## src/design/grd_pkg.sv

```systemverilog
// Shared constants, types and helpers for the grid ray stepper.
package grd_pkg;
    localparam int FRAC_BITS = 14;
    localparam int CELL_W    = 16;
    localparam int OFS_W     = 15;
    localparam int DIR_W     = 16;
    localparam int DIST_W    = 17;
    localparam int PROD_W    = DIST_W + DIR_W;
    localparam int QUO_W     = 30;
    localparam int HALF      = 1 << (FRAC_BITS - 1);

    localparam logic [0:0] REG_COS = 1'b0;
    localparam logic [0:0] REG_SIN = 1'b1;

    localparam logic [1:0] AXIS_X  = 2'd0;
    localparam logic [1:0] AXIS_Y  = 2'd1;
    localparam logic [1:0] AXIS_XY = 2'd2;

    localparam logic signed [OFS_W-1:0] HALF_P = OFS_W'(HALF);
    localparam logic signed [OFS_W-1:0] HALF_N = -OFS_W'(HALF);

    typedef struct packed {
        logic [CELL_W-1:0]       next_x;
        logic [CELL_W-1:0]       next_y;
        logic signed [OFS_W-1:0] ofs_x;
        logic signed [OFS_W-1:0] ofs_y;
        logic [1:0]              axis;
        logic                    use_div;
        logic                    q_neg;
        logic signed [OFS_W-1:0] f_other;
    } t_side;

    function automatic logic signed [OFS_W-1:0] sat_half(input logic signed [31:0] v);
        logic signed [OFS_W-1:0] r;
        if (v > 32'sd0 + HALF) begin
            r = HALF_P;
        end else if (v < -(32'sd0 + HALF)) begin
            r = HALF_N;
        end else begin
            r = v[OFS_W-1:0];
        end
        return r;
    endfunction
endpackage

```

## src/design/grd_out_if.sv

```systemverilog
// Result channel carrying the entered cell and entry offset.
interface grd_out_if;
    logic                                valid;
    logic                                ready;
    logic signed [grd_pkg::CELL_W-1:0]  next_cell_x;
    logic signed [grd_pkg::CELL_W-1:0]  next_cell_y;
    logic signed [grd_pkg::OFS_W-1:0]   entry_offset_x;
    logic signed [grd_pkg::OFS_W-1:0]   entry_offset_y;
    logic [1:0]                          crossed_axis;
    modport source (output valid, next_cell_x, next_cell_y, entry_offset_x, entry_offset_y,
                    crossed_axis, input ready);
    modport sink   (input valid, next_cell_x, next_cell_y, entry_offset_x, entry_offset_y,
                    crossed_axis, output ready);
endinterface

```

## src/design/grd_back.sv

```systemverilog
// Output stage: carried offset, saturation and result register.
module grd_back (
    input  logic                        i_clk,
    input  logic                        i_rst_n,
    input  logic                        i_en,
    input  logic                        i_valid,
    input  grd_pkg::t_side              i_side,
    input  logic [grd_pkg::QUO_W-1:0]   i_quotient,
    grd_out_if.source                   o_out
);
    localparam int OW = grd_pkg::OFS_W;

    logic                 r_v;
    logic [grd_pkg::CELL_W-1:0] r_nx, r_ny;
    logic signed [OW-1:0] r_ox, r_oy, n_ox, n_oy;
    logic [1:0]           r_axis;

    always_comb begin
        logic signed [31:0] q, sum;
        logic signed [OW-1:0] carried;
        q       = i_side.q_neg ? -32'(i_quotient) : 32'(i_quotient);
        sum     = 32'(i_side.f_other) + q;
        carried = grd_pkg::sat_half(sum);
        n_ox    = i_side.ofs_x;
        n_oy    = i_side.ofs_y;
        if (i_side.use_div) begin
            if (i_side.axis == grd_pkg::AXIS_X) begin
                n_oy = carried;
            end else begin
                n_ox = carried;
            end
        end
    end

    always_ff @(posedge i_clk) begin
        if (!i_rst_n) begin
            r_v <= 1'b0;
        end else if (i_en) begin
            r_v <= i_valid;
        end
    end

    always_ff @(posedge i_clk) begin
        if (i_en) begin
            r_nx   <= i_side.next_x;
            r_ny   <= i_side.next_y;
            r_ox   <= n_ox;
            r_oy   <= n_oy;
            r_axis <= i_side.axis;
        end
    end

    assign o_out.valid          = r_v;
    assign o_out.next_cell_x    = r_nx;
    assign o_out.next_cell_y    = r_ny;
    assign o_out.entry_offset_x = r_ox;
    assign o_out.entry_offset_y = r_oy;
    assign o_out.crossed_axis   = r_axis;
endmodule

```

## src/flat_wrapper.sv

```systemverilog
// flat-port wrapper written by rule: the top's interface ports become plain ports
module grd_back_flat 
  (i_clk, i_rst_n, i_en, i_valid, i_side, i_quotient, o_out_valid, o_out_next_cell_x, o_out_next_cell_y, o_out_entry_offset_x, o_out_entry_offset_y, o_out_crossed_axis, o_out_ready);
  grd_out_if o_out_i ();
  input  logic i_clk;
  input  logic i_rst_n;
  input  logic i_en;
  input  logic i_valid;
  input  grd_pkg::t_side i_side;
  input  logic [grd_pkg::QUO_W-1:0] i_quotient;
  output wire logic [$bits(o_out_i.valid)-1:0] o_out_valid;
  output wire logic [$bits(o_out_i.next_cell_x)-1:0] o_out_next_cell_x;
  output wire logic [$bits(o_out_i.next_cell_y)-1:0] o_out_next_cell_y;
  output wire logic [$bits(o_out_i.entry_offset_x)-1:0] o_out_entry_offset_x;
  output wire logic [$bits(o_out_i.entry_offset_y)-1:0] o_out_entry_offset_y;
  output wire logic [$bits(o_out_i.crossed_axis)-1:0] o_out_crossed_axis;
  input wire logic [$bits(o_out_i.ready)-1:0] o_out_ready;
  assign o_out_valid = o_out_i.valid;
  assign o_out_next_cell_x = o_out_i.next_cell_x;
  assign o_out_next_cell_y = o_out_i.next_cell_y;
  assign o_out_entry_offset_x = o_out_i.entry_offset_x;
  assign o_out_entry_offset_y = o_out_i.entry_offset_y;
  assign o_out_crossed_axis = o_out_i.crossed_axis;
  assign o_out_i.ready = o_out_ready;
  grd_back u_core (.i_clk(i_clk), .i_rst_n(i_rst_n), .i_en(i_en), .i_valid(i_valid), .i_side(i_side), .i_quotient(i_quotient), .o_out(o_out_i));
endmodule
```

## config.mk

```make
export PLATFORM = sky130hd
export DESIGN_NAME = grd_back_flat
export DESIGN_NICKNAME = d
export VERILOG_FILES = /design/src/design/grd_pkg.sv /design/src/design/grd_out_if.sv /design/src/design/grd_back.sv /design/src/flat_wrapper.sv
export SDC_FILE = /design/constraint.sdc
export NUM_CORES = 1
export LEC_CHECK = 0
export ABC_AREA = 1
export BUFFER_PORTS_ARGS = -buffer_cell sky130_fd_sc_hd__clkbuf_2
export CAP_MARGIN = 20
export CORE_MARGIN = 5
export CORE_UTILIZATION = 45
export CTS_CLUSTER_DIAMETER = 50
export DETAILED_ROUTE_END_ITERATION = 8
export PLACE_DENSITY_LB_ADDON = 0.05
export SLEW_MARGIN = 15
export SYNTH_ARGS = -nofsm -noshare
export SYNTH_HDL_FRONTEND = slang
export SYNTH_SLANG_ARGS = --single-unit
```

## constraint.sdc

```tcl
create_clock -name i_clk -period 8.1 [get_ports i_clk]
set_input_delay 0.405 -clock i_clk [delete_from_list [all_inputs] [get_ports i_clk]]
set_output_delay 0.405 -clock i_clk [all_outputs]
set_load 0.02 [all_outputs]
```

Word level (Yosys, flattened, before mapping)
Cells that the tools add are included.
{"block": "word_totals", "register_bits": 65, "elab_cells": 18}
{"block": "op_classes", "add_sub_neg": 2, "order_cmp": 2, "muxes": 7, "n_reduce_logical": 1}
{"op": "2-to-1 mux 15 bit", "count": 6}
{"op": "adder 15 x 32 -> 32 bit", "count": 1}
{"op": "greater-than comparator 32 x 15 -> 1 bit, second input constant", "count": 1}
{"op": "< comparator 32 x 14 -> 1 bit, second input constant", "count": 1}
{"op": "2-to-1 mux 32 bit", "count": 1}
{"op": "negator 30 -> 32 bit", "count": 1}
{"op": "zero test 2 bit", "count": 1}

Depth between registers and ports, before layout
{"block": "depth", "depth_word": 8, "ltp_mapped": 29, "mapped_depth_nobuf": 28}

Worst setup path before layout
OpenSTA, ideal clock, no wires.
{"block": "synth_path", "kind": "input to register", "from": "in i_quotient[1] (netlist name)", "to": "reg u_core.r_ox[10] (netlist: u_core.o_out.entry_offset_x[10]) (data pin)", "arrival_time_ns": 3.583, "setup_slack_ns": 4.371, "cell_stages": 26, "path_cell_list": "inv_1 -> ha_1 -> nand3_1 -> nor4_4 -> nand4_1 -> nor2_1 -> nand3_1 -> o21ai_2 -> o21ai_0 -> xor2_1 -> ha_1 -> a21oi_1 -> nand2_1 -> o21bai_1 -> nor2_1 -> nand2_1 -> nand2_1 -> nand2_1 -> nor2_1 -> nand2_1 -> nor2_1 -> nand2_1 -> nand2_2 -> buf_8 -> nand3_2 -> a21oi_1"}
{"block": "synth_via", "elab_chain_len": 8}
{"item": "from (decl)", "line": "flat_wrapper.sv:10", "rtl": "input logic [grd_pkg::QUO_W-1:0] i_quotient;"}
{"item": "negator 30 -> 32 bit", "line": "grd_back.sv:21", "rtl": "q = i_side.q_neg ? -32'(i_quotient) : 32'(i_quotient);"}
{"item": "2-to-1 mux 32 bit (*)", "line": "grd_back.sv:21"}
{"item": "adder 15 x 32 -> 32 bit (*)", "line": "grd_back.sv:22", "rtl": "sum = 32'(i_side.f_other) + q;"}
{"item": "< comparator 32 x 14 -> 1 bit", "line": "grd_pkg.sv:37", "rtl": "end else if (v < -(32'sd0 + HALF)) begin"}
{"item": "2-to-1 mux 15 bit", "line": "grd_pkg.sv:37"}
{"item": "2-to-1 mux 15 bit (*)", "line": "grd_pkg.sv:35", "rtl": "if (v > 32'sd0 + HALF) begin"}
{"item": "2-to-1 mux 15 bit (*)", "line": "grd_back.sv:27", "rtl": "if (i_side.axis == grd_pkg::AXIS_X) begin"}
{"item": "2-to-1 mux 15 bit (*)", "line": "grd_back.sv:26", "rtl": "if (i_side.use_div) begin"}
{"item": "via u_core.n_ox[10]", "line": "grd_back.sv:15", "rtl": "logic signed [OW-1:0] r_ox, r_oy, n_ox, n_oy;"}
{"item": "to (signal assigned)", "line": "grd_back.sv:47", "rtl": "r_ox <= n_ox;"}
{"item": "to (decl)", "line": "grd_back.sv:15"}
The timed path passes the listed nets; every way through them passes the cells marked *.
A chain may end at the register's enable or synchronous reset.

Worst setup path in the final report
{"block": "layout_path", "from": "in i_quotient[0] (netlist name)", "to": "reg u_core.r_ox[0] (netlist: u_core.o_out.entry_offset_x[0]) (data pin)"}
The elaborated chain is that of the path after synthesis.

==> out/qor.txt <==
status - finished, final reports clean
top-area cell type share of the netlist area - 31.7%
PD cells - 174 nW/um2
first-pass GRT wire length - 26700 um
total chip power - 1.30 mW
clk slew on worst S/H paths - 0.05 ns
largest cells by area after synthesis - edfxtp_1 (32%), nand2_1 (17%), inv_1 (8.9%)
Routed WL per cell - 12.8 um
clock sink total - 65
dominant synthesized flop cell - edfxtp_1
pin count of the biggest net entering global routing - 67
DR vias/cell - 4.74
die area - 15900 um2
Num CTS Buffers - 9
crit path max fanout - 13
most used cell along the critical path - nand2_1
VDD IR max - 0.0000882 V
Mapped Avg Cell Area - 6.83 um2
Synth cell types - 39
most common cell after layout, fill and taps aside - nand2_1
share of the yosys chip area belonging to registers - 32.0%
Rel. slew slack - 46.3%
crit path DAT - 4.48 ns
worst-margin pin slew - 0.805 ns
PortBufs - 179
DRC - 0
Final Hold Vio Count - 0
final core utilization - 56.2%
most frequent cells in the layout - nand2_1 (267), clkbuf_2 (179), inv_1 (144), nor2_1 (107), edfxtp_1 (64)
cts hold-fix bufs - 0
Final Slew Violations - 0
final worst path period share - 53.3%
Setup Viol. Count Final - 0
CP startpoint kind - primary input
n_diodes - 0
Worst EP required - 8.27 ns
biggest area consumer among synthesized cells - edfxtp_1
capturing point of the worst reg2reg path - u_core.o_out.valid
min-delay worst type - in -> reg
vias in the first global route - 5651
Die W - 126 um
layout cell share with drive strength beyond 1 - 25.2%
Post-DRT Antenna Nets - 0
worst reg2reg path startpoint - u_core.o_out.valid
cell count after synthesis - 888
area grow syn2layout - 22.7%
number of flops mapped to enable cells by yosys - 64
CP max-delay cell - ha_1
post-CTS sizing - 0
min cycle time layout - 4.31 ns
Total Wirelength - 16100 um
antenna violations before repair - 0
clock skew - 0 ns
fin cells - 1251
Nets - 1221
total global routing track utilization - 20.1%
flop2flop setup slack - 7.44 ns
number of synthesized register bits - 65
die height - 126 um
CP max stage delay - 0.31 ns
CP Class - in -> reg
endpoint class of the critical path - register
Placement Rows - 42
Max clock buf depth - 2
vias post-DR - 5932
RSZ-0062 raised after global routing - false
Post-CTS Setup Inserts - 0
fillers - 1360
drt first pass iters - 4
Setup crit end - u_core.o_out.entry_offset_x[0]
H-tree Lvls - 3
TritonCTS clock tree - built
dpl cells - 1234
worst reg2reg path depth - 2
DP Worst Slack - 3.43 ns
async set-or-reset flop fraction in the synthesized netlist - 0%
core outline area - 13200 um2
mapped cell area - 6060 um2
grt ovf - 0
Root Driver - clkbuf_16
CP startpoint - i_quotient[0]
Final GP Congestion - 0.867
initial core utilization - 45.8%
syn_nets - 1039
Yosys warning total - 0
Detailed Route Iter0 Violations - 290
fmax - 232 MHz
clock latency on the worst-skew pair - 0.32 ns
number of top-level pins - 181
Detailed Place HPWL - 13900 um
setup TNS - 0 ns
Leak - 3.94 nW
Final WS setup - 3.79 ns
MaxCap Viol Count - 0
-- cell usage after synthesis, types with 12 or more instances --
cell type    n
nand2_1    267
inv_1      144
nor2_1     108
edfxtp_1    64
nand3_1     48
a21oi_1     46
ha_1        34
xor2_1      21
nand2_2     18
nand3_2     18
nand4_1     18
nor2_2      12
o21ai_0     12
-- final cells by class --
| cell class | instances | area (um2) | share of cell area, % |
|---|---|---|---|
| Timing Repair Buffer | 182 | 922 | 12.4 |
| Multi-Input combinational cell | 659 | 3490 | 46.9 |
| Tap cell | 176 | 220 | 2.96 |
| Inverter | 153 | 574 | 7.72 |
| Sequential cell | 65 | 1940 | 26.1 |
| Clock inverter | 6 | 58.8 | 0.791 |
| Clock buffer | 10 | 229 | 3.08 |
-- metal layers --
layer / part of all wire [%] / up-vias / GRT usage (%)
li1: - / 3191 / -
met1: 48 / 2567 / 27.7
met2: 45 / 163 / 34.1
met3: 5.7 / 11 / 2.92
met4: 0.93 / 0 / 3.85
met5: 0 / - / 0
-- kinds of logic after synthesis --
logic type,Yosys count,share of synthesized area (%)
AO/OA/AOI/OAI,72,6.58
XOR/XNOR,30,4.46
adder cells (fa/ha/maj),35,7.35
buffers and inverters,164,10.5
flip-flops,65,32.0
AND/OR/NAND/NOR,522,39.1
-- flip-flops by register name (all words and copies together) (netlist names) --
register,cells
u_core.o_out.next_cell_x,16
u_core.o_out.entry_offset_y,15
u_core.o_out.next_cell_y,16
u_core.o_out.entry_offset_x,15
u_core.o_out.crossed_axis,2
u_core.o_out.valid,1
-- per-stage QoR --
| step | hold slack [ns] | cell area [um2] |
|---|---|---|
| 5_1_grt | 0.247 | 7440 |
| 3_3_place_gp | 0.526 | 7140 |
| 2_1_floorplan | 0.498 | 6060 |
| 6_report | 0.257 | 7440 |
| 4_1_cts | 0.246 | 7420 |
| 3_5_place_dp | 0.533 | 7140 |
-- power by group --
| part | total (mW) | leakage [nW] | internal (mW) | switching (mW) |
|---|---|---|---|---|
| Sequential | 0.414 | 0.635 | 0.406 | 0.00793 |
| Clock | 0.364 | 0.138 | 0.236 | 0.129 |
| Combinational | 0.519 | 3.16 | 0.176 | 0.343 |
| Total | 1.30 | 3.94 | 0.817 | 0.480 |
-- worst min-delay path by stage --
stage | from | end | slack (ns) | depth (start not counted)
floorplan | i_en | u_core.o_out.valid | 0.50 | 1
global placement | u_core.o_out.valid | u_core.o_out.valid | 0.53 | 2
detailed placement | u_core.o_out.valid | u_core.o_out.valid | 0.53 | 2
CTS | i_side[80] | u_core.o_out.next_cell_x[15] | 0.25 | 1
global route | i_side[78] | u_core.o_out.next_cell_x[13] | 0.25 | 1
finish | i_side[80] | u_core.o_out.next_cell_x[15] | 0.26 | 1
-- worst max-delay path, delay by kind of cell --
kind | cells | cell delay (ns)
and+or+nand+nor | 16 | 2.17
AOI/OAI and AO/OA | 6 | 0.98
adders and majority gates | 2 | 0.48
buffers and inverters | 3 | 0.28
xor gates and xnor gates | 1 | 0.16
No activity file was read; power rests on OpenSTA's default activity.
