<file path="src/design/grd_pkg.sv">
// Shared constants, types and helpers for the grid ray stepper.
package grd_pkg;
    localparam int FRAC_BITS = 14;
    localparam int CELL_W    = 16;
    localparam int OFS_W     = 15;
    localparam int DIR_W     = 16;
    localparam int DIST_W    = 17;
    localparam int PROD_W    = DIST_W + DIR_W;
    localparam int QUO_W     = 30;
    localparam int HALF      = 1 << (FRAC_BITS - 1);

    localparam logic [0:0] REG_COS = 1'b0;
    localparam logic [0:0] REG_SIN = 1'b1;

    localparam logic [1:0] AXIS_X  = 2'd0;
    localparam logic [1:0] AXIS_Y  = 2'd1;
    localparam logic [1:0] AXIS_XY = 2'd2;

    localparam logic signed [OFS_W-1:0] HALF_P = OFS_W'(HALF);
    localparam logic signed [OFS_W-1:0] HALF_N = -OFS_W'(HALF);

    typedef struct packed {
        logic [CELL_W-1:0]       next_x;
        logic [CELL_W-1:0]       next_y;
        logic signed [OFS_W-1:0] ofs_x;
        logic signed [OFS_W-1:0] ofs_y;
        logic [1:0]              axis;
        logic                    use_div;
        logic                    q_neg;
        logic signed [OFS_W-1:0] f_other;
    } t_side;

    function automatic logic signed [OFS_W-1:0] sat_half(input logic signed [31:0] v);
        logic signed [OFS_W-1:0] r;
        if (v > 32'sd0 + HALF) begin
            r = HALF_P;
        end else if (v < -(32'sd0 + HALF)) begin
            r = HALF_N;
        end else begin
            r = v[OFS_W-1:0];
        end
        return r;
    endfunction
endpackage

</file>
<file path="src/design/grd_front.sv">
// Front stages: border distances, cross products, step decision.
module grd_front (
    input  logic                                 i_clk,
    input  logic                                 i_rst_n,
    input  logic                                 i_en,
    input  logic                                 i_valid,
    input  logic signed [grd_pkg::CELL_W-1:0]    i_cell_x,
    input  logic signed [grd_pkg::CELL_W-1:0]    i_cell_y,
    input  logic signed [grd_pkg::OFS_W-1:0]     i_ofs_x,
    input  logic signed [grd_pkg::OFS_W-1:0]     i_ofs_y,
    input  logic signed [grd_pkg::DIR_W-1:0]     i_cos,
    input  logic signed [grd_pkg::DIR_W-1:0]     i_sin,
    output logic                                 o_valid,
    output grd_pkg::t_side                       o_side,
    output logic [grd_pkg::QUO_W-1:0]            o_dividend,
    output logic [grd_pkg::DIR_W-1:0]            o_divisor
);
    localparam int CW = grd_pkg::CELL_W;
    localparam int OW = grd_pkg::OFS_W;
    localparam int DW = grd_pkg::DIR_W;
    localparam int SW = grd_pkg::DIST_W;
    localparam int PW = grd_pkg::PROD_W;

    logic                 r1_v, r2_v, r3_v;
    logic signed [CW-1:0] r1_cx, r1_cy, r2_cx, r2_cy;
    logic signed [OW-1:0] r1_fx, r1_fy, r2_fx, r2_fy;
    logic signed [SW-1:0] r1_dx, r1_dy;
    logic signed [DW-1:0] r1_c, r1_s, r2_c, r2_s;
    logic signed [PW-1:0] r2_lhs, r2_rhs;
    grd_pkg::t_side       r3_side, n3_side;
    logic [grd_pkg::QUO_W-1:0] r3_dvd, n3_dvd;
    logic [DW-1:0]        r3_dvs, n3_dvs;

    always_ff @(posedge i_clk) begin
        if (!i_rst_n) begin
            r1_v <= 1'b0;
            r2_v <= 1'b0;
            r3_v <= 1'b0;
        end else if (i_en) begin
            r1_v <= i_valid;
            r2_v <= r1_v;
            r3_v <= r2_v;
        end
    end

    always_ff @(posedge i_clk) begin
        if (i_en) begin
            r1_cx <= i_cell_x;
            r1_cy <= i_cell_y;
            r1_fx <= i_ofs_x;
            r1_fy <= i_ofs_y;
            r1_c  <= i_cos;
            r1_s  <= i_sin;
            r1_dx <= ((i_cos < 0) ? -SW'(grd_pkg::HALF) : SW'(grd_pkg::HALF))
                     - SW'(i_ofs_x);
            r1_dy <= ((i_sin < 0) ? -SW'(grd_pkg::HALF) : SW'(grd_pkg::HALF))
                     - SW'(i_ofs_y);
            r2_cx  <= r1_cx;
            r2_cy  <= r1_cy;
            r2_fx  <= r1_fx;
            r2_fy  <= r1_fy;
            r2_c   <= r1_c;
            r2_s   <= r1_s;
            r2_lhs <= PW'(r1_dx) * PW'(r1_s);
            r2_rhs <= PW'(r1_dy) * PW'(r1_c);
            r3_side <= n3_side;
            r3_dvd  <= n3_dvd;
            r3_dvs  <= n3_dvs;
        end
    end

    always_comb begin
        logic          c_pos, s_pos, pos, xfirst, tie;
        logic [CW-1:0] stx, sty;
        logic signed [OW-1:0] ex, ey;
        logic [PW-1:0] mag;
        c_pos  = r2_c > 0;
        s_pos  = r2_s > 0;
        pos    = c_pos == s_pos;
        xfirst = pos ? (r2_lhs < r2_rhs) : (r2_lhs > r2_rhs);
        tie    = r2_lhs == r2_rhs;
        stx    = c_pos ? r2_cx + 1'b1 : r2_cx - 1'b1;
        sty    = s_pos ? r2_cy + 1'b1 : r2_cy - 1'b1;
        ex     = c_pos ? grd_pkg::HALF_N : grd_pkg::HALF_P;
        ey     = s_pos ? grd_pkg::HALF_N : grd_pkg::HALF_P;
        n3_side.next_x  = r2_cx;
        n3_side.next_y  = r2_cy;
        n3_side.ofs_x   = grd_pkg::sat_half(32'(r2_fx));
        n3_side.ofs_y   = grd_pkg::sat_half(32'(r2_fy));
        n3_side.use_div = 1'b0;
        n3_side.q_neg   = 1'b0;
        n3_side.f_other = r2_fy;
        n3_dvd          = '0;
        n3_dvs          = DW'(1);
        mag             = '0;
        if (r2_c == 0) begin
            n3_side.next_y = sty;
            n3_side.ofs_y  = ey;
            n3_side.axis   = grd_pkg::AXIS_Y;
        end else if (r2_s == 0) begin
            n3_side.next_x = stx;
            n3_side.ofs_x  = ex;
            n3_side.axis   = grd_pkg::AXIS_X;
        end else if (xfirst) begin
            n3_side.next_x  = stx;
            n3_side.ofs_x   = ex;
            n3_side.axis    = grd_pkg::AXIS_X;
            n3_side.use_div = 1'b1;
            n3_side.q_neg   = r2_lhs[PW-1] ^ r2_c[DW-1];
            n3_side.f_other = r2_fy;
            mag             = r2_lhs[PW-1] ? -r2_lhs : r2_lhs;
            n3_dvd          = mag[grd_pkg::QUO_W-1:0];
            n3_dvs          = r2_c[DW-1] ? -r2_c : r2_c;
        end else if (tie) begin
            n3_side.next_x = stx;
            n3_side.next_y = sty;
            n3_side.ofs_x  = ex;
            n3_side.ofs_y  = ey;
            n3_side.axis   = grd_pkg::AXIS_XY;
        end else begin
            n3_side.next_y  = sty;
            n3_side.ofs_y   = ey;
            n3_side.axis    = grd_pkg::AXIS_Y;
            n3_side.use_div = 1'b1;
            n3_side.q_neg   = r2_rhs[PW-1] ^ r2_s[DW-1];
            n3_side.f_other = r2_fx;
            mag             = r2_rhs[PW-1] ? -r2_rhs : r2_rhs;
            n3_dvd          = mag[grd_pkg::QUO_W-1:0];
            n3_dvs          = r2_s[DW-1] ? -r2_s : r2_s;
        end
    end

    assign o_valid    = r3_v;
    assign o_side     = r3_side;
    assign o_dividend = r3_dvd;
    assign o_divisor  = r3_dvs;
endmodule

</file>
<file path="config.mk">
export PLATFORM = sky130hd
export DESIGN_NAME = grd_front
export DESIGN_NICKNAME = d
export VERILOG_FILES = /design/src/design/grd_pkg.sv /design/src/design/grd_front.sv
export SDC_FILE = /design/constraint.sdc
export NUM_CORES = 2
export LEC_CHECK = 0
export ABC_AREA = 1
export BUFFER_PORTS_ARGS = -buffer_cell sky130_fd_sc_hd__clkbuf_2
export CAP_MARGIN = 5
export CORE_ASPECT_RATIO = 0.7
export CORE_MARGIN = 5
export CORE_UTILIZATION = 54
export DETAILED_ROUTE_END_ITERATION = 10
export HOLD_SLACK_MARGIN = 0.05
export PLACE_DENSITY = 0.75
export SLEW_MARGIN = 10
export SYNTH_ARGS = -nofsm -noshare
export SYNTH_HDL_FRONTEND = slang
export SYNTH_SLANG_ARGS = --single-unit
</file>
<file path="constraint.sdc">
create_clock -name i_clk -period 5.73 [get_ports i_clk]
set_input_delay 0.8595 -clock i_clk [delete_from_list [all_inputs] [get_ports i_clk]]
set_output_delay 0.8595 -clock i_clk [all_outputs]
set_load 0.1 [all_outputs]
</file>
Yosys cells after proc, flatten, opt, wreduce, memory -nomap -nowiden
Index checks and enable logic that the tools add are counted.

word-level totals
  output and inout port bits = 128
  input bits = 98
  word-level logic and storage cells = 99
  register bits after elaboration = 418

operators by class
  order comparisons = 10
  multiply operators = 2
  equal/unequal tests = 2
  add/subtract/negate cells = 10
  bitwise gates (word level) = 2
  reductions and logical operators = 4
  muxes and demuxes = 39

operator list
  kind                                                             number
  2-to-1 mux 15 bit                                                14
  2-to-1 mux 16 bit                                                13
  2-to-1 mux 30 bit                                                4
  2-to-1 mux 17 bit                                                4
  multiplier 17 x 16 -> 33 bit                                     2
  zero test 32 bit                                                 2
  negator 30 bit                                                   2
  subtractor 17 x 15 -> 17 bit                                     2
  equality test 33 bit                                             1
  greater-than comparator 33 bit                                   1
  < comparator 33 bit                                              1
  adder 16 x 1 -> 16 bit (second input constant)                   2
  greater-than comparator 16 x 1 -> 1 bit (second input constant)  2
  < comparator 16 x 1 -> 1 bit (second input constant)             2
  negator 16 bit                                                   2
  subtractor 16 x 1 -> 16 bit (second input constant)              2
  greater-than comparator 15 bit (second input constant)           2
  < comparator 15 x 14 -> 1 bit (second input constant)            2
  2-to-1 mux 19 bit                                                1
  2-to-1 mux 2 bit                                                 2
  OR reduction 3 bit                                               1
  OR reduction 2 bit                                               1
  bitwise XOR 1 bit                                                2
  equality test 1 bit                                              1
  2-to-1 mux 1 bit                                                 1

Longest topological paths before layout
  depth after elaboration = 7
  depth in mapped cells = 27

Worst setup path after synthesis
Ideal clock, no wire load.

  path kind = reg-to-reg
  start point = register r1_c[6]
  end point = register r2_rhs[30] (data pin)
  data required time = 5470 ps
  period minus slack after synthesis = 6004 ps
  path buffers = 2
  setup slack = -274 ps
  cell stages (with the launch flop) = 24
  arrival time = 5745 ps
  path through = edfxtp_1 > clkbuf_1 > clkbuf_1 > nand2_1 > fa_1 > inv_1 > fa_1 > fa_1 > fa_1 > fa_1 > inv_1 > fa_1 > inv_1 > ha_1 > nand2_1 > nor2_1 > nand2_1 > inv_1 > nand2_1 > o211ai_1 > a21o_1 > nand3_1 > nand2_1 > xor2_1

on the way
  word-level cells in the longest chain between the ends = 1

ends and longest elaborated chain
  element                       line             text
  from (decl)                   grd_front.sv:28  logic signed [DW-1:0] r1_c, r1_s, r2_c, r2_s;
  from (signal assigned)        grd_front.sv:52  r1_c <= i_cos;
  multiplier 17 x 16 -> 33 bit  grd_front.sv:65  r2_rhs <= PW'(r1_dy) * PW'(r1_c);
  to (signal assigned)          grd_front.sv:65
  to (decl)                     grd_front.sv:29  logic signed [PW-1:0] r2_lhs, r2_rhs;

No other way between the ends.
A chain may end at the register's enable or synchronous reset.

Final worst setup path
  start point = register r1_dx[13]
  end point = register r2_lhs[32] (data pin)

on the way
  word-level cells in the longest chain between the ends = 1

ends and longest elaborated chain
  element                       line             text
  from (decl)                   grd_front.sv:27  logic signed [SW-1:0] r1_dx, r1_dy;
  from (signal assigned)        grd_front.sv:54  r1_dx <= ((i_cos < 0) ? -SW'(grd_pkg::HALF) : SW'(grd_pkg::HALF))
  multiplier 17 x 16 -> 33 bit  grd_front.sv:64  r2_lhs <= PW'(r1_dx) * PW'(r1_s);
  to (signal assigned)          grd_front.sv:64
  to (decl)                     grd_front.sv:29

No other way between the ends.

==> out/metrics.cfg <==
[worst_setup_path]
cp.arrival_ns=6.08
cp.required_ns=6.06
reg2reg_from=r1_dx[13]
r2r_cells=20
rrSetupSlack_ns=-0.02
worst_r2r_endpoint=r2_lhs[32]
start_kind=register
worstPathMaxFanout=9
endpoint_kind=register
critPathKind=register to register

[drt]
drt_iter0_drc=2894
drt-total-wl_mm=108.1
ant_nets=0
avgRoutedWirePerCell_um=18.31
firstDrtPassIters=6
drc_errors=0
viasPerCell=5.269
num_vias=31090

[sta]
period_share_pct=100.4
setup_viol=3
final-hold-violation-count=0
slew_headroom_pct=31.34
rsz0062_at_grt=yes
fmax_mhz=173.8
setup_ws_ns=-0.02426
fin_crit_ns=5.754
skew_ns=0.01735
tightestPinTransition_ns=1.030
drv_slew=0

[run_status]
violations=setup timing
outcome=finished, violations left

[hold_path]
hp-class=register to register
whs_path_depth=0
min_to=r2_fx[10]
worstHoldStart=r1_fx[10]

[global_routing]
grt_pass1_wl_mm=167.2
grt_max_degree=134
track_usage_pct=26.38
first_global_vias=30810
antenna_found_initial=2
grt_overflow=0

[synthesis]
syn_inst=4354
yosys-top-cells-count=1102 x inv_1, 901 x nand2_1, 554 x fa_1
ys_types=50
synth_enable_flop_cells=413
synth_nets=5243
synthFlopType=edfxtp_1
ys_warn_count=0
synth_top_cell_by_area=edfxtp_1
synth_top_cell_area_share_pct=30.55
ys_seq_elements=416
synthArstFlopShare_pct=0
ys_seq_area_share_pct=30.70
yosysMostFrequentCell=inv_1
synth_area_leaders=edfxtp_1 31%, fa_1 27%, inv_1 10%, nand2_1 8.3%, ha_1 7.3%
syn_area_per_cell_sq_um=9.322
synth_area_sq_um=40590

[die]
coreArea_sq_um=74830
die_h_um=239.4
row_count=84
dieArea_sq_um=80840
start_util_pct=54.24
ios=226
die_w_um=337.7

[clocking]
numCtsBuffers=47
cts_max_path_buffers=3
clk_pin_slew_worst_paths_ns=0.06
cts_sinks=416
cts_root_buf=clkbuf_16
clock_latency_ns=0.60
cts_tree=done
htree_levels=2

[layout]
drive_gt1_share_pct=21.09
final_area_sq_um=48890
fin_util_pct=65.33
antennaDiodeCount=0
final_nets=5767
area_growth_pct=20.45

[placed_design]
pre_cts_slack_ns=-0.1665
portBuffers=225
dpl_cell_area_sq_um=44890
dp_hpwl_mm=85.70
gp_routability_congestion=0.9244

[flow_run]
maxCapViolCount=0

## cells by family after synthesis
family	Yosys count	synth area share (%)
compound gates	346	4.821
buf+inv	1262	11.95
xor+xnor	200	4.316
simple gates	1339	13.58
flops	416	30.70
fa+ha+maj	791	34.63
## worst max-delay path, stage by stage (launching register included)
cell and delay [ns]:
edfxtp_1 0.58, buf_6 0.24, or2_2 0.30, fa_1 0.48
inv_1 0.05, fa_1 0.50, inv_1 0.05, fa_1 0.48
inv_1 0.05, fa_1 0.45, fa_1 0.48, inv_1 0.05
fa_1 0.48, inv_1 0.06, ha_4 0.27, nand2_2 0.07
nor3_4 0.15, nand4_1 0.16, nor4_2 0.29, a21oi_1 0.11
xor2_1 0.17
## metal layers
layer  track usage (%)  part of all wire [%]  up-vias  wire [um]
met1             39.86                    43    15230      46720
met2             39.43                    44     1423      47150
met4             5.442                   2.1        2       2273
met3             6.188                    11      165      11900
met5                 0                0.0074        -          8
li1                  -                     -    14270          -
## through the flow
| step | TNS [ns] | cells | hold slack [ns] |
|---|---|---|---|
| after global routing | -2.876 | 5901 | 0.4099 |
| after global placement | -0.2575 | 5715 | 0.4012 |
| after CTS | -0.08702 | 5830 | 0.4051 |
| final | -0.06038 | 5901 | 0.4128 |
| after floorplan | 0 | 4354 | 0.4003 |
| after detailed placement | -1.419 | 5715 | 0.4045 |
## flip-flops by register name, summed over array words and instances, names as in the netlist, 16 cells and up
| register | flops |
|---|---|
| r2_s | 16 |
| r1_s | 16 |
| r1_dx | 16 |
| r2_cx | 16 |
| r1_cx | 16 |
| r1_cy | 16 |
| r2_cy | 16 |
| r2_rhs | 33 |
| r1_c | 16 |
| r2_c | 16 |
| r1_dy | 16 |
| r2_lhs | 33 |
| o_divisor | 16 |
| o_side | 81 |
| o_dividend | 30 |
## layout by cell type, fill, tap and decap left out, types with 101 or more instances in the layout
cell type,n
nand2_1,840
nor2_1,178
clkbuf_2,224
fa_1,528
buf_4,311
edfxtp_1,413
a21oi_1,101
inv_1,1038
ha_1,194
nand3_1,102
xor2_1,138
## worst max path at each step
stage | slack [ns] | depth (start not counted) | startpoint | endpoint
global placement | -0.06 | 24 | r1_dx[6] | r2_lhs[29]
floorplan | 0.0005 | 23 | r1_c[6] | r2_rhs[30]
finish | -0.02 | 20 | r1_dx[13] | r2_lhs[32]
global route | -0.27 | 24 | r1_c[4] | r2_rhs[30]
CTS | -0.05 | 22 | r1_c[15] | r2_rhs[30]
detailed placement | -0.17 | 20 | r1_dy[16] | r2_rhs[31]
## cell type report
| cell class | count | area, sq um |
|---|---|---|
| clock inverters | 29 | 347.8 |
| fillers | 5800 | 25940 |
| well taps | 989 | 1237 |
| flip-flops and latches | 416 | 12460 |
| inverters | 1109 | 4168 |
| clock buffers | 54 | 1224 |
| multi-input cells | 2676 | 24640 |
| repair buffers | 628 | 4810 |
## what timing repair did
item,4_1_cts,5_1_grt
hold buffers,0,0
pin swaps,43,202
setup endpoints to repair,28,37
gates resized for setup,81,332
buffers inserted,32,74
Power is not shown: default switching activity piles up to over one toggle a cycle in this logic, so the estimate is an artifact.
