**src/design/grd_pkg.sv**
```systemverilog
// Shared constants, types and helpers for the grid ray stepper.
package grd_pkg;
    localparam int FRAC_BITS = 14;
    localparam int CELL_W    = 16;
    localparam int OFS_W     = 15;
    localparam int DIR_W     = 16;
    localparam int DIST_W    = 17;
    localparam int PROD_W    = DIST_W + DIR_W;
    localparam int QUO_W     = 30;
    localparam int HALF      = 1 << (FRAC_BITS - 1);

    localparam logic [0:0] REG_COS = 1'b0;
    localparam logic [0:0] REG_SIN = 1'b1;

    localparam logic [1:0] AXIS_X  = 2'd0;
    localparam logic [1:0] AXIS_Y  = 2'd1;
    localparam logic [1:0] AXIS_XY = 2'd2;

    localparam logic signed [OFS_W-1:0] HALF_P = OFS_W'(HALF);
    localparam logic signed [OFS_W-1:0] HALF_N = -OFS_W'(HALF);

    typedef struct packed {
        logic [CELL_W-1:0]       next_x;
        logic [CELL_W-1:0]       next_y;
        logic signed [OFS_W-1:0] ofs_x;
        logic signed [OFS_W-1:0] ofs_y;
        logic [1:0]              axis;
        logic                    use_div;
        logic                    q_neg;
        logic signed [OFS_W-1:0] f_other;
    } t_side;

    function automatic logic signed [OFS_W-1:0] sat_half(input logic signed [31:0] v);
        logic signed [OFS_W-1:0] r;
        if (v > 32'sd0 + HALF) begin
            r = HALF_P;
        end else if (v < -(32'sd0 + HALF)) begin
            r = HALF_N;
        end else begin
            r = v[OFS_W-1:0];
        end
        return r;
    endfunction
endpackage

```
**src/design/grd_div.sv**
```systemverilog
// Pipelined restoring divider, one quotient bit per stage.
module grd_div (
    input  logic                        i_clk,
    input  logic                        i_rst_n,
    input  logic                        i_en,
    input  logic                        i_valid,
    input  grd_pkg::t_side              i_side,
    input  logic [grd_pkg::QUO_W-1:0]   i_dividend,
    input  logic [grd_pkg::DIR_W-1:0]   i_divisor,
    output logic                        o_valid,
    output grd_pkg::t_side              o_side,
    output logic [grd_pkg::QUO_W-1:0]   o_quotient
);
    localparam int NB = grd_pkg::QUO_W;
    localparam int DW = grd_pkg::DIR_W;

    logic                v   [1:NB];
    grd_pkg::t_side      sd  [1:NB];
    logic [NB-1:0]       dq  [1:NB];
    logic [DW-1:0]       rem [1:NB];
    logic [DW-1:0]       dvs [1:NB];

    for (genvar k = 0; k < NB; k++) begin : g_stage
        logic           cv;
        grd_pkg::t_side csd;
        logic [NB-1:0]  cdq;
        logic [DW-1:0]  crem;
        logic [DW-1:0]  cdvs;
        logic [DW:0]    t;
        logic           ge;
        logic [DW:0]    diff;

        if (k == 0) begin : g_head
            assign cv   = i_valid;
            assign csd  = i_side;
            assign cdq  = i_dividend;
            assign crem = '0;
            assign cdvs = i_divisor;
        end else begin : g_body
            assign cv   = v[k];
            assign csd  = sd[k];
            assign cdq  = dq[k];
            assign crem = rem[k];
            assign cdvs = dvs[k];
        end

        assign t    = {crem, cdq[NB-1]};
        assign diff = t - {1'b0, cdvs};
        assign ge   = t >= {1'b0, cdvs};

        always_ff @(posedge i_clk) begin
            if (!i_rst_n) begin
                v[k+1] <= 1'b0;
            end else if (i_en) begin
                v[k+1] <= cv;
            end
        end

        always_ff @(posedge i_clk) begin
            if (i_en) begin
                sd[k+1]  <= csd;
                dvs[k+1] <= cdvs;
                dq[k+1]  <= {cdq[NB-2:0], ge};
                rem[k+1] <= ge ? diff[DW-1:0] : t[DW-1:0];
            end
        end
    end

    assign o_valid    = v[NB];
    assign o_side     = sd[NB];
    assign o_quotient = dq[NB];
endmodule

```
**config.mk**
```make
export PLATFORM = sky130hd
export DESIGN_NAME = grd_div
export DESIGN_NICKNAME = d
export VERILOG_FILES = /design/src/design/grd_pkg.sv /design/src/design/grd_div.sv
export SDC_FILE = /design/constraint.sdc
export NUM_CORES = 2
export LEC_CHECK = 0
export BUFFER_PORTS_ARGS = -buffer_cell sky130_fd_sc_hd__buf_4
export CAP_MARGIN = 20
export CORE_MARGIN = 4
export CORE_UTILIZATION = 50
export CTS_CLUSTER_DIAMETER = 60
export DETAILED_ROUTE_END_ITERATION = 7
export HOLD_SLACK_MARGIN = 0.02
export PLACE_DENSITY = 0.75
export REMOVE_ABC_BUFFERS = 1
export SYNTH_ARGS = -nofsm -noshare
export SYNTH_HDL_FRONTEND = slang
export SYNTH_MEMORY_MAX_BITS = 65536
export SYNTH_SLANG_ARGS = --single-unit
```
**constraint.sdc**
```tcl
create_clock -name i_clk -period 3.4 [get_ports i_clk]
set_input_delay 0.34 -clock i_clk [delete_from_list [all_inputs] [get_ports i_clk]]
set_output_delay 0.34 -clock i_clk [all_outputs]
set_load 0.01 [all_outputs]
```
* Yosys cells after proc, flatten, opt, wreduce, memory -nomap -nowiden
Memory sizes are Yosys's and may differ from the RTL's.
Cells that the tools add are included.
** Word-level totals
- Bits in registers :: 0
- Output and inout bits :: 112
- Word-level logic and storage cells :: 160
- Memories kept :: 5
- Input bits :: 131
- Bits in writable memories :: 4320
** Cells by class
- Mux-type cells :: 65
- Bitwise operators :: 30
- $lt $le $gt $ge :: 30
- Add/sub/neg operators :: 30
** Memories
- sd :: depth 30, width 81, read ports 30, clocked after memory_dff 0, wr ports 30, line grd_div.sv:18 : grd_pkg::t_side sd [1:NB];
- dq :: depth 30, width 30, read ports 30, clocked after memory_dff 0, wr ports 30, line grd_div.sv:19 : logic [NB-1:0] dq [1:NB];
- dvs :: depth 30, width 16, read ports 29, clocked after memory_dff 0, wr ports 30, line grd_div.sv:21 : logic [DW-1:0] dvs [1:NB];
- rem :: depth 30, width 16, read ports 29, clocked after memory_dff 0, wr ports 30, line grd_div.sv:20 : logic [DW-1:0] rem [1:NB];
- v :: depth 30, width 1, read ports 30, clocked after memory_dff 0, wr ports 30, line grd_div.sv:17 : logic v [1:NB];
** Operators with widths (count)
- $ge 17x16->1 :: 29
- $mux 16 :: 30
- $sub 16x16->16 :: 29
- $mux 1 :: 35
- $or 1x1->1 :: 30
- $ge 1x16->1 :: 1
- $sub 1x16->16 :: 1

* Depth between registers and ports, before layout
- Word-level depth :: 4
- Depth in mapped cells :: 13
- Mapped depth without buffers :: 11

* Least setup slack after synthesis
No wires, ideal clock.
- Path kind :: flip-flop to flip-flop
- Start point :: memory rem[4][5] in the netlist's numbering
- End point :: memory rem[5][10] in the netlist's numbering (data pin)
- Period minus slack after synthesis :: 3.026 ns
- Data required time :: 3.140 ns
- Cell stages (with the launch flop) :: 11
- Path slack :: 0.374 ns
- Path buffers :: 1
- Setup time :: 0.260 ns
- Arrival time :: 2.766 ns
- Cell sequence :: edfxtp_1 ha_1 and2_1 o21a_1 a211o_1 o41a_1 a21oi_2 o21ai_2 a41oi_4 buf_8 mux2_4
** RTL lines (line)
- start, declared :: grd_div.sv:20

==> metrics.txt <==
# TYPE chip_impl_metric gauge
chip_impl_metric{name="timing.final.hold_violations",unit=""} 0
chip_impl_metric{name="synth_area",unit="µm²"} 156100
chip_impl_metric{name="synth.yosys.seq_area_share",unit=""} 0.8248
chip_impl_metric{name="maxSlewHeadroom",unit=""} 0.4391
chip_impl_metric{name="routed-via-count",unit=""} 70560
chip_impl_metric{name="start_util",unit=""} 0.5038
chip_impl_info{name="reg2reg_from",value="rem[4][1]$_DFFE_PP_"} 1
chip_impl_metric{name="first_pass_grt_wire_length",unit="µm"} 411900
chip_impl_info{name="cts-root-buf",value="sky130_fd_sc_hd__clkbuf_16"} 1
chip_impl_metric{name="slowest_delay",unit="ps"} 400
chip_impl_metric{name="die_height",unit="µm"} 566.8
chip_impl_metric{name="switching_share",unit=""} 0.2696
chip_impl_metric{name="synth_area_per_cell",unit="µm²"} 18.91
chip_impl_info{name="critical_path.cell_chain",value="ha_1, a21oi_1, nand2_1, a211o_1, o41a_1, a21oi_2, o21ai_2, a41oi_4, buf_12, mux2_2"} 1
chip_impl_info{name="crit_start",value="rem[4][1]$_DFFE_PP_"} 1
chip_impl_metric{name="drc_errors",unit=""} 0
chip_impl_metric{name="timing.critical_path.buf_inv",unit=""} 1
chip_impl_metric{name="comb_power_share",unit=""} 0.204
chip_impl_info{name="ys_top_cells_by_area",value="sky130_fd_sc_hd__edfxtp_1, sky130_fd_sc_hd__ha_1, sky130_fd_sc_hd__mux2_2, sky130_fd_sc_hd__inv_1, sky130_fd_sc_hd__a21oi_1"} 1
chip_impl_info{name="min-delay-path-class",value="in -> reg"} 1
chip_impl_metric{name="drtIter0Drc",unit=""} 5645
chip_impl_metric{name="power.sequential.fraction",unit=""} 0.476
chip_impl_metric{name="htree_levels",unit=""} 5
chip_impl_metric{name="grt.total_usage",unit=""} 0.1611
chip_impl_metric{name="detailedPlacementHpwl",unit="µm"} 159200
chip_impl_metric{name="crit_path_max_fanout",unit=""} 17
chip_impl_info{name="cpMaxStageDelayCell",value="sky130_fd_sc_hd__o41a_1"} 1
chip_impl_metric{name="netlist.area_leader.share",unit=""} 0.8248
chip_impl_metric{name="design.die.area",unit="µm²"} 321200
chip_impl_metric{name="timing.final.max_slew_violations",unit=""} 0
chip_impl_info{name="rsz0062_at_grt",value="false"} 1
chip_impl_metric{name="worstPathArrival",unit="ps"} 3860
chip_impl_info{name="worst_setup_path_start_kind",value="register"} 1
chip_impl_metric{name="fin_worst_skew",unit="ps"} 95.75
chip_impl_metric{name="p_int",unit="mW"} 106.1
chip_impl_metric{name="antenna_left",unit=""} 0
chip_impl_metric{name="syn_to_final_growth",unit="%"} 15.85
chip_impl_metric{name="post_synth_inst_count",unit=""} 8257
chip_impl_metric{name="nFillCells",unit=""} 22100
chip_impl_metric{name="cts.path.max_buffers",unit=""} 4
chip_impl_metric{name="worstSkewPairLatency",unit="ps"} 940
chip_impl_metric{name="minimum_hold_slack",unit="ps"} 115.2
chip_impl_metric{name="final_number_of_setup_violating_endpoints",unit=""} 0
chip_impl_metric{name="final_net_count",unit=""} 9846
chip_impl_metric{name="vdd_ir_max",unit="µV"} 504.5
chip_impl_metric{name="grt_antenna_before_repair",unit=""} 6
chip_impl_metric{name="ys_ff_latch",unit=""} 4288
chip_impl_metric{name="placedCellCount",unit=""} 12730
chip_impl_metric{name="power_dissipated_by_switching_net_loads",unit="mW"} 39.16
chip_impl_metric{name="first_global_vias",unit=""} 73310
chip_impl_metric{name="grt_max_degree",unit=""} 156
chip_impl_metric{name="instances_no_fill",unit=""} 13710
chip_impl_metric{name="power_leakage",unit="nW"} 65.72
chip_impl_metric{name="detailedPlace.worstSlack",unit="ps"} 94.34
chip_impl_info{name="synth_ff_type",value="sky130_fd_sc_hd__edfxtp_1"} 1
chip_impl_info{name="timing.critical_path.max_delay_family",value="compound AO/OA/AOI/OAI gates"} 1
chip_impl_metric{name="globalplace.congestion",unit=""} 0.8673
chip_impl_metric{name="die_w",unit="µm"} 566.8
chip_impl_metric{name="detail_routed_via_count_per_cell",unit=""} 5.149
chip_impl_metric{name="fin_crit_sh",unit=""} 0.9517
chip_impl_metric{name="finalWirelength",unit="µm"} 263700
chip_impl_metric{name="drt-pass1-iter-count",unit=""} 5
chip_impl_metric{name="synth_enable_flop_cells",unit=""} 4288
chip_impl_metric{name="timing.critical_path.required",unit="ps"} 4030
chip_impl_metric{name="final.setup.worst_slack",unit="ps"} 164.3
chip_impl_info{name="kind_of_critical_path",value="reg -> reg"} 1
chip_impl_metric{name="fp.coreArea",unit="µm²"} 309900
chip_impl_info{name="worstHoldStart",value="i_side[73]"} 1
chip_impl_metric{name="worst_slew_pin_slew",unit="ps"} 841.3
chip_impl_metric{name="fin_total_pwr",unit="mW"} 145.2
chip_impl_metric{name="max_cap_viols",unit=""} 0
chip_impl_metric{name="cts_made_buffers",unit=""} 426
chip_impl_metric{name="fin_setup_tns",unit="ps"} 0
chip_impl_info{name="worstSetupEndpointType",value="register"} 1
chip_impl_metric{name="ios",unit=""} 243
chip_impl_metric{name="num_rows",unit=""} 204
chip_impl_metric{name="cts_sinks",unit=""} 4288
chip_impl_metric{name="power.density_cell_area",unit="nW/µm²"} 803.0
chip_impl_metric{name="layout-drive-gt1-share",unit=""} 0.1396
chip_impl_metric{name="synth.distinct_cells",unit=""} 79
chip_impl_metric{name="grt_remaining_overflow",unit=""} 0
chip_impl_info{name="run_status",value="completed"} 1
chip_impl_metric{name="clkPwrFrac",unit=""} 0.320
chip_impl_info{name="cts_tree",value="yes"} 1
chip_impl_metric{name="ys.warnings.count",unit=""} 0
chip_impl_metric{name="post-route-min-period",unit="ps"} 3236
chip_impl_metric{name="port-buffer-count",unit=""} 242
chip_impl_metric{name="path_clk_slew",unit="ps"} 70
chip_impl_metric{name="fmax",unit="GHz"} 0.3091
chip_impl_info{name="top_cell_type_by_total_area_after_synthesis",value="sky130_fd_sc_hd__edfxtp_1"} 1
chip_impl_metric{name="post_drt_wl_per_cell",unit="µm"} 19.24
chip_impl_metric{name="async_reset_ff_frac",unit=""} 0
==> timing repair <==
action                                  CTS  global route
hold buffers                            181             0
gates resized for setup                   0             9
endpoints found under the setup margin    0            71
hold endpoints to repair                177             0
buffers inserted                          0             1
==> stage by stage <==
stage               area [µm²]  utilization
floorplan               155800            -
global placement        165000       0.5324
detailed placement      165000       0.5324
CTS                     180800       0.5835
global route            180900       0.5836
finish                  180900       0.5837
==> layout by cell type (no fill, tap or decap), types with 57 or more instances in the layout <==
cell type                       instances
sky130_fd_sc_hd__a21o_1               103
sky130_fd_sc_hd__a21oi_1              348
sky130_fd_sc_hd__buf_12                63
sky130_fd_sc_hd__buf_4                361
sky130_fd_sc_hd__clkbuf_1              78
sky130_fd_sc_hd__clkbuf_16            427
sky130_fd_sc_hd__clkinv_1              88
sky130_fd_sc_hd__clkinv_2              66
sky130_fd_sc_hd__dlygate4sd3_1        181
sky130_fd_sc_hd__edfxtp_1            4288
sky130_fd_sc_hd__ha_1                 466
sky130_fd_sc_hd__inv_1                587
sky130_fd_sc_hd__mux2_2               213
sky130_fd_sc_hd__nand2_1              265
sky130_fd_sc_hd__nand2b_1              65
sky130_fd_sc_hd__nand3_1               62
sky130_fd_sc_hd__nand4_1               57
sky130_fd_sc_hd__nor2_1               271
sky130_fd_sc_hd__nor2b_1               86
sky130_fd_sc_hd__nor3_1                72
sky130_fd_sc_hd__o21a_1                86
sky130_fd_sc_hd__o21ai_0              292
sky130_fd_sc_hd__xnor2_1              172
sky130_fd_sc_hd__xor2_1               134
==> cells in the mapped netlist, types with 26 or more instances <==
cell,count
sky130_fd_sc_hd__a21boi_0,27
sky130_fd_sc_hd__a21o_1,105
sky130_fd_sc_hd__a21oi_1,350
sky130_fd_sc_hd__a31oi_1,54
sky130_fd_sc_hd__and3_1,51
sky130_fd_sc_hd__clkbuf_1,46
sky130_fd_sc_hd__edfxtp_1,4288
sky130_fd_sc_hd__fa_1,28
sky130_fd_sc_hd__ha_1,466
sky130_fd_sc_hd__inv_1,587
sky130_fd_sc_hd__mux2_2,213
sky130_fd_sc_hd__mux2i_1,37
sky130_fd_sc_hd__nand2_1,265
sky130_fd_sc_hd__nand2b_1,65
sky130_fd_sc_hd__nand3_1,62
sky130_fd_sc_hd__nand4_1,57
sky130_fd_sc_hd__nor2_1,271
sky130_fd_sc_hd__nor2b_1,86
sky130_fd_sc_hd__nor3_1,72
sky130_fd_sc_hd__o21a_1,86
sky130_fd_sc_hd__o21ai_0,292
sky130_fd_sc_hd__o31a_1,43
sky130_fd_sc_hd__o31ai_1,34
sky130_fd_sc_hd__or3_1,26
sky130_fd_sc_hd__xnor2_1,172
sky130_fd_sc_hd__xor2_1,134
==> final cells by class <==
class,count,area (µm²),area share
sequential,4288,128800,0.7120
multi-input combinational,3312,24900,0.1377
inverter,587,2203,0.01218
timing repair buffer,606,5811,0.03213
tap,4120,5155,0.02850
clock inverter,284,3040,0.01681
clock buffer,505,10980,0.06070
antenna,3,7.507,0.00004151
==> layer usage <==
| layer | GRT usage | share of wire | vias to the layer above |
|---|---|---|---|
| met3 | 0.02589 | 0.039 | 486 |
| met4 | 0.04832 | 0.028 | 0 |
| li1 | - | - | 33800 |
| met5 | 0 | 0 | - |
| met2 | 0.2847 | 0.51 | 1400 |
| met1 | 0.2055 | 0.42 | 34880 |
==> state kept, by name, indices dropped and copies added (netlist names) <==
register / cells
sd: 2430
dq: 900
dvs: 464
rem: 464
v: 30
==> worst register-to-register path: cells and delay by family (launching register included) <==
family                     cells  cell delay, ps
AOI/OAI and AO/OA              6            1480
adders and majority gates      1             380
buffers and inverters          1             200
DFF                            1             390
muxes                          1             360
and+or+nand+nor                1             150
==> power groups by stage <==
stage / sequential (mW) / clock, mW / combinational [mW]
2_1_floorplan: 68.6 / 0 / 21.1
3_3_place_gp: 70.0 / 0 / 28.4
3_5_place_dp: 70.2 / 0 / 29.1
4_1_cts: 69.3 / 47.8 / 29.6
5_1_grt: 69.7 / 50.3 / 32.9
6_report: 69.2 / 46.4 / 29.6
==> logic make-up after synthesis <==
kind of cell,share of synthesized area
AO/OA/AOI/OAI,0.04995
XOR/XNOR,0.01717
adder cells (fa/ha/maj),0.04094
buffers and inverters,0.01620
flip-flops,0.8248
multiplexers,0.01863
AND/OR/NAND/NOR,0.03235
==> worst paths after layout <==
check,endpoint,slack [ps],cells after the start
max,rem[5][6]$_DFFE_PP_,160,10
min,sd[1][73]$_DFFE_PP_,120,2
max reg2reg,rem[5][6]$_DFFE_PP_,160,10
min reg2reg,sd[17][0]$_DFFE_PP_,370,0
(Power assumes the default switching activity.)
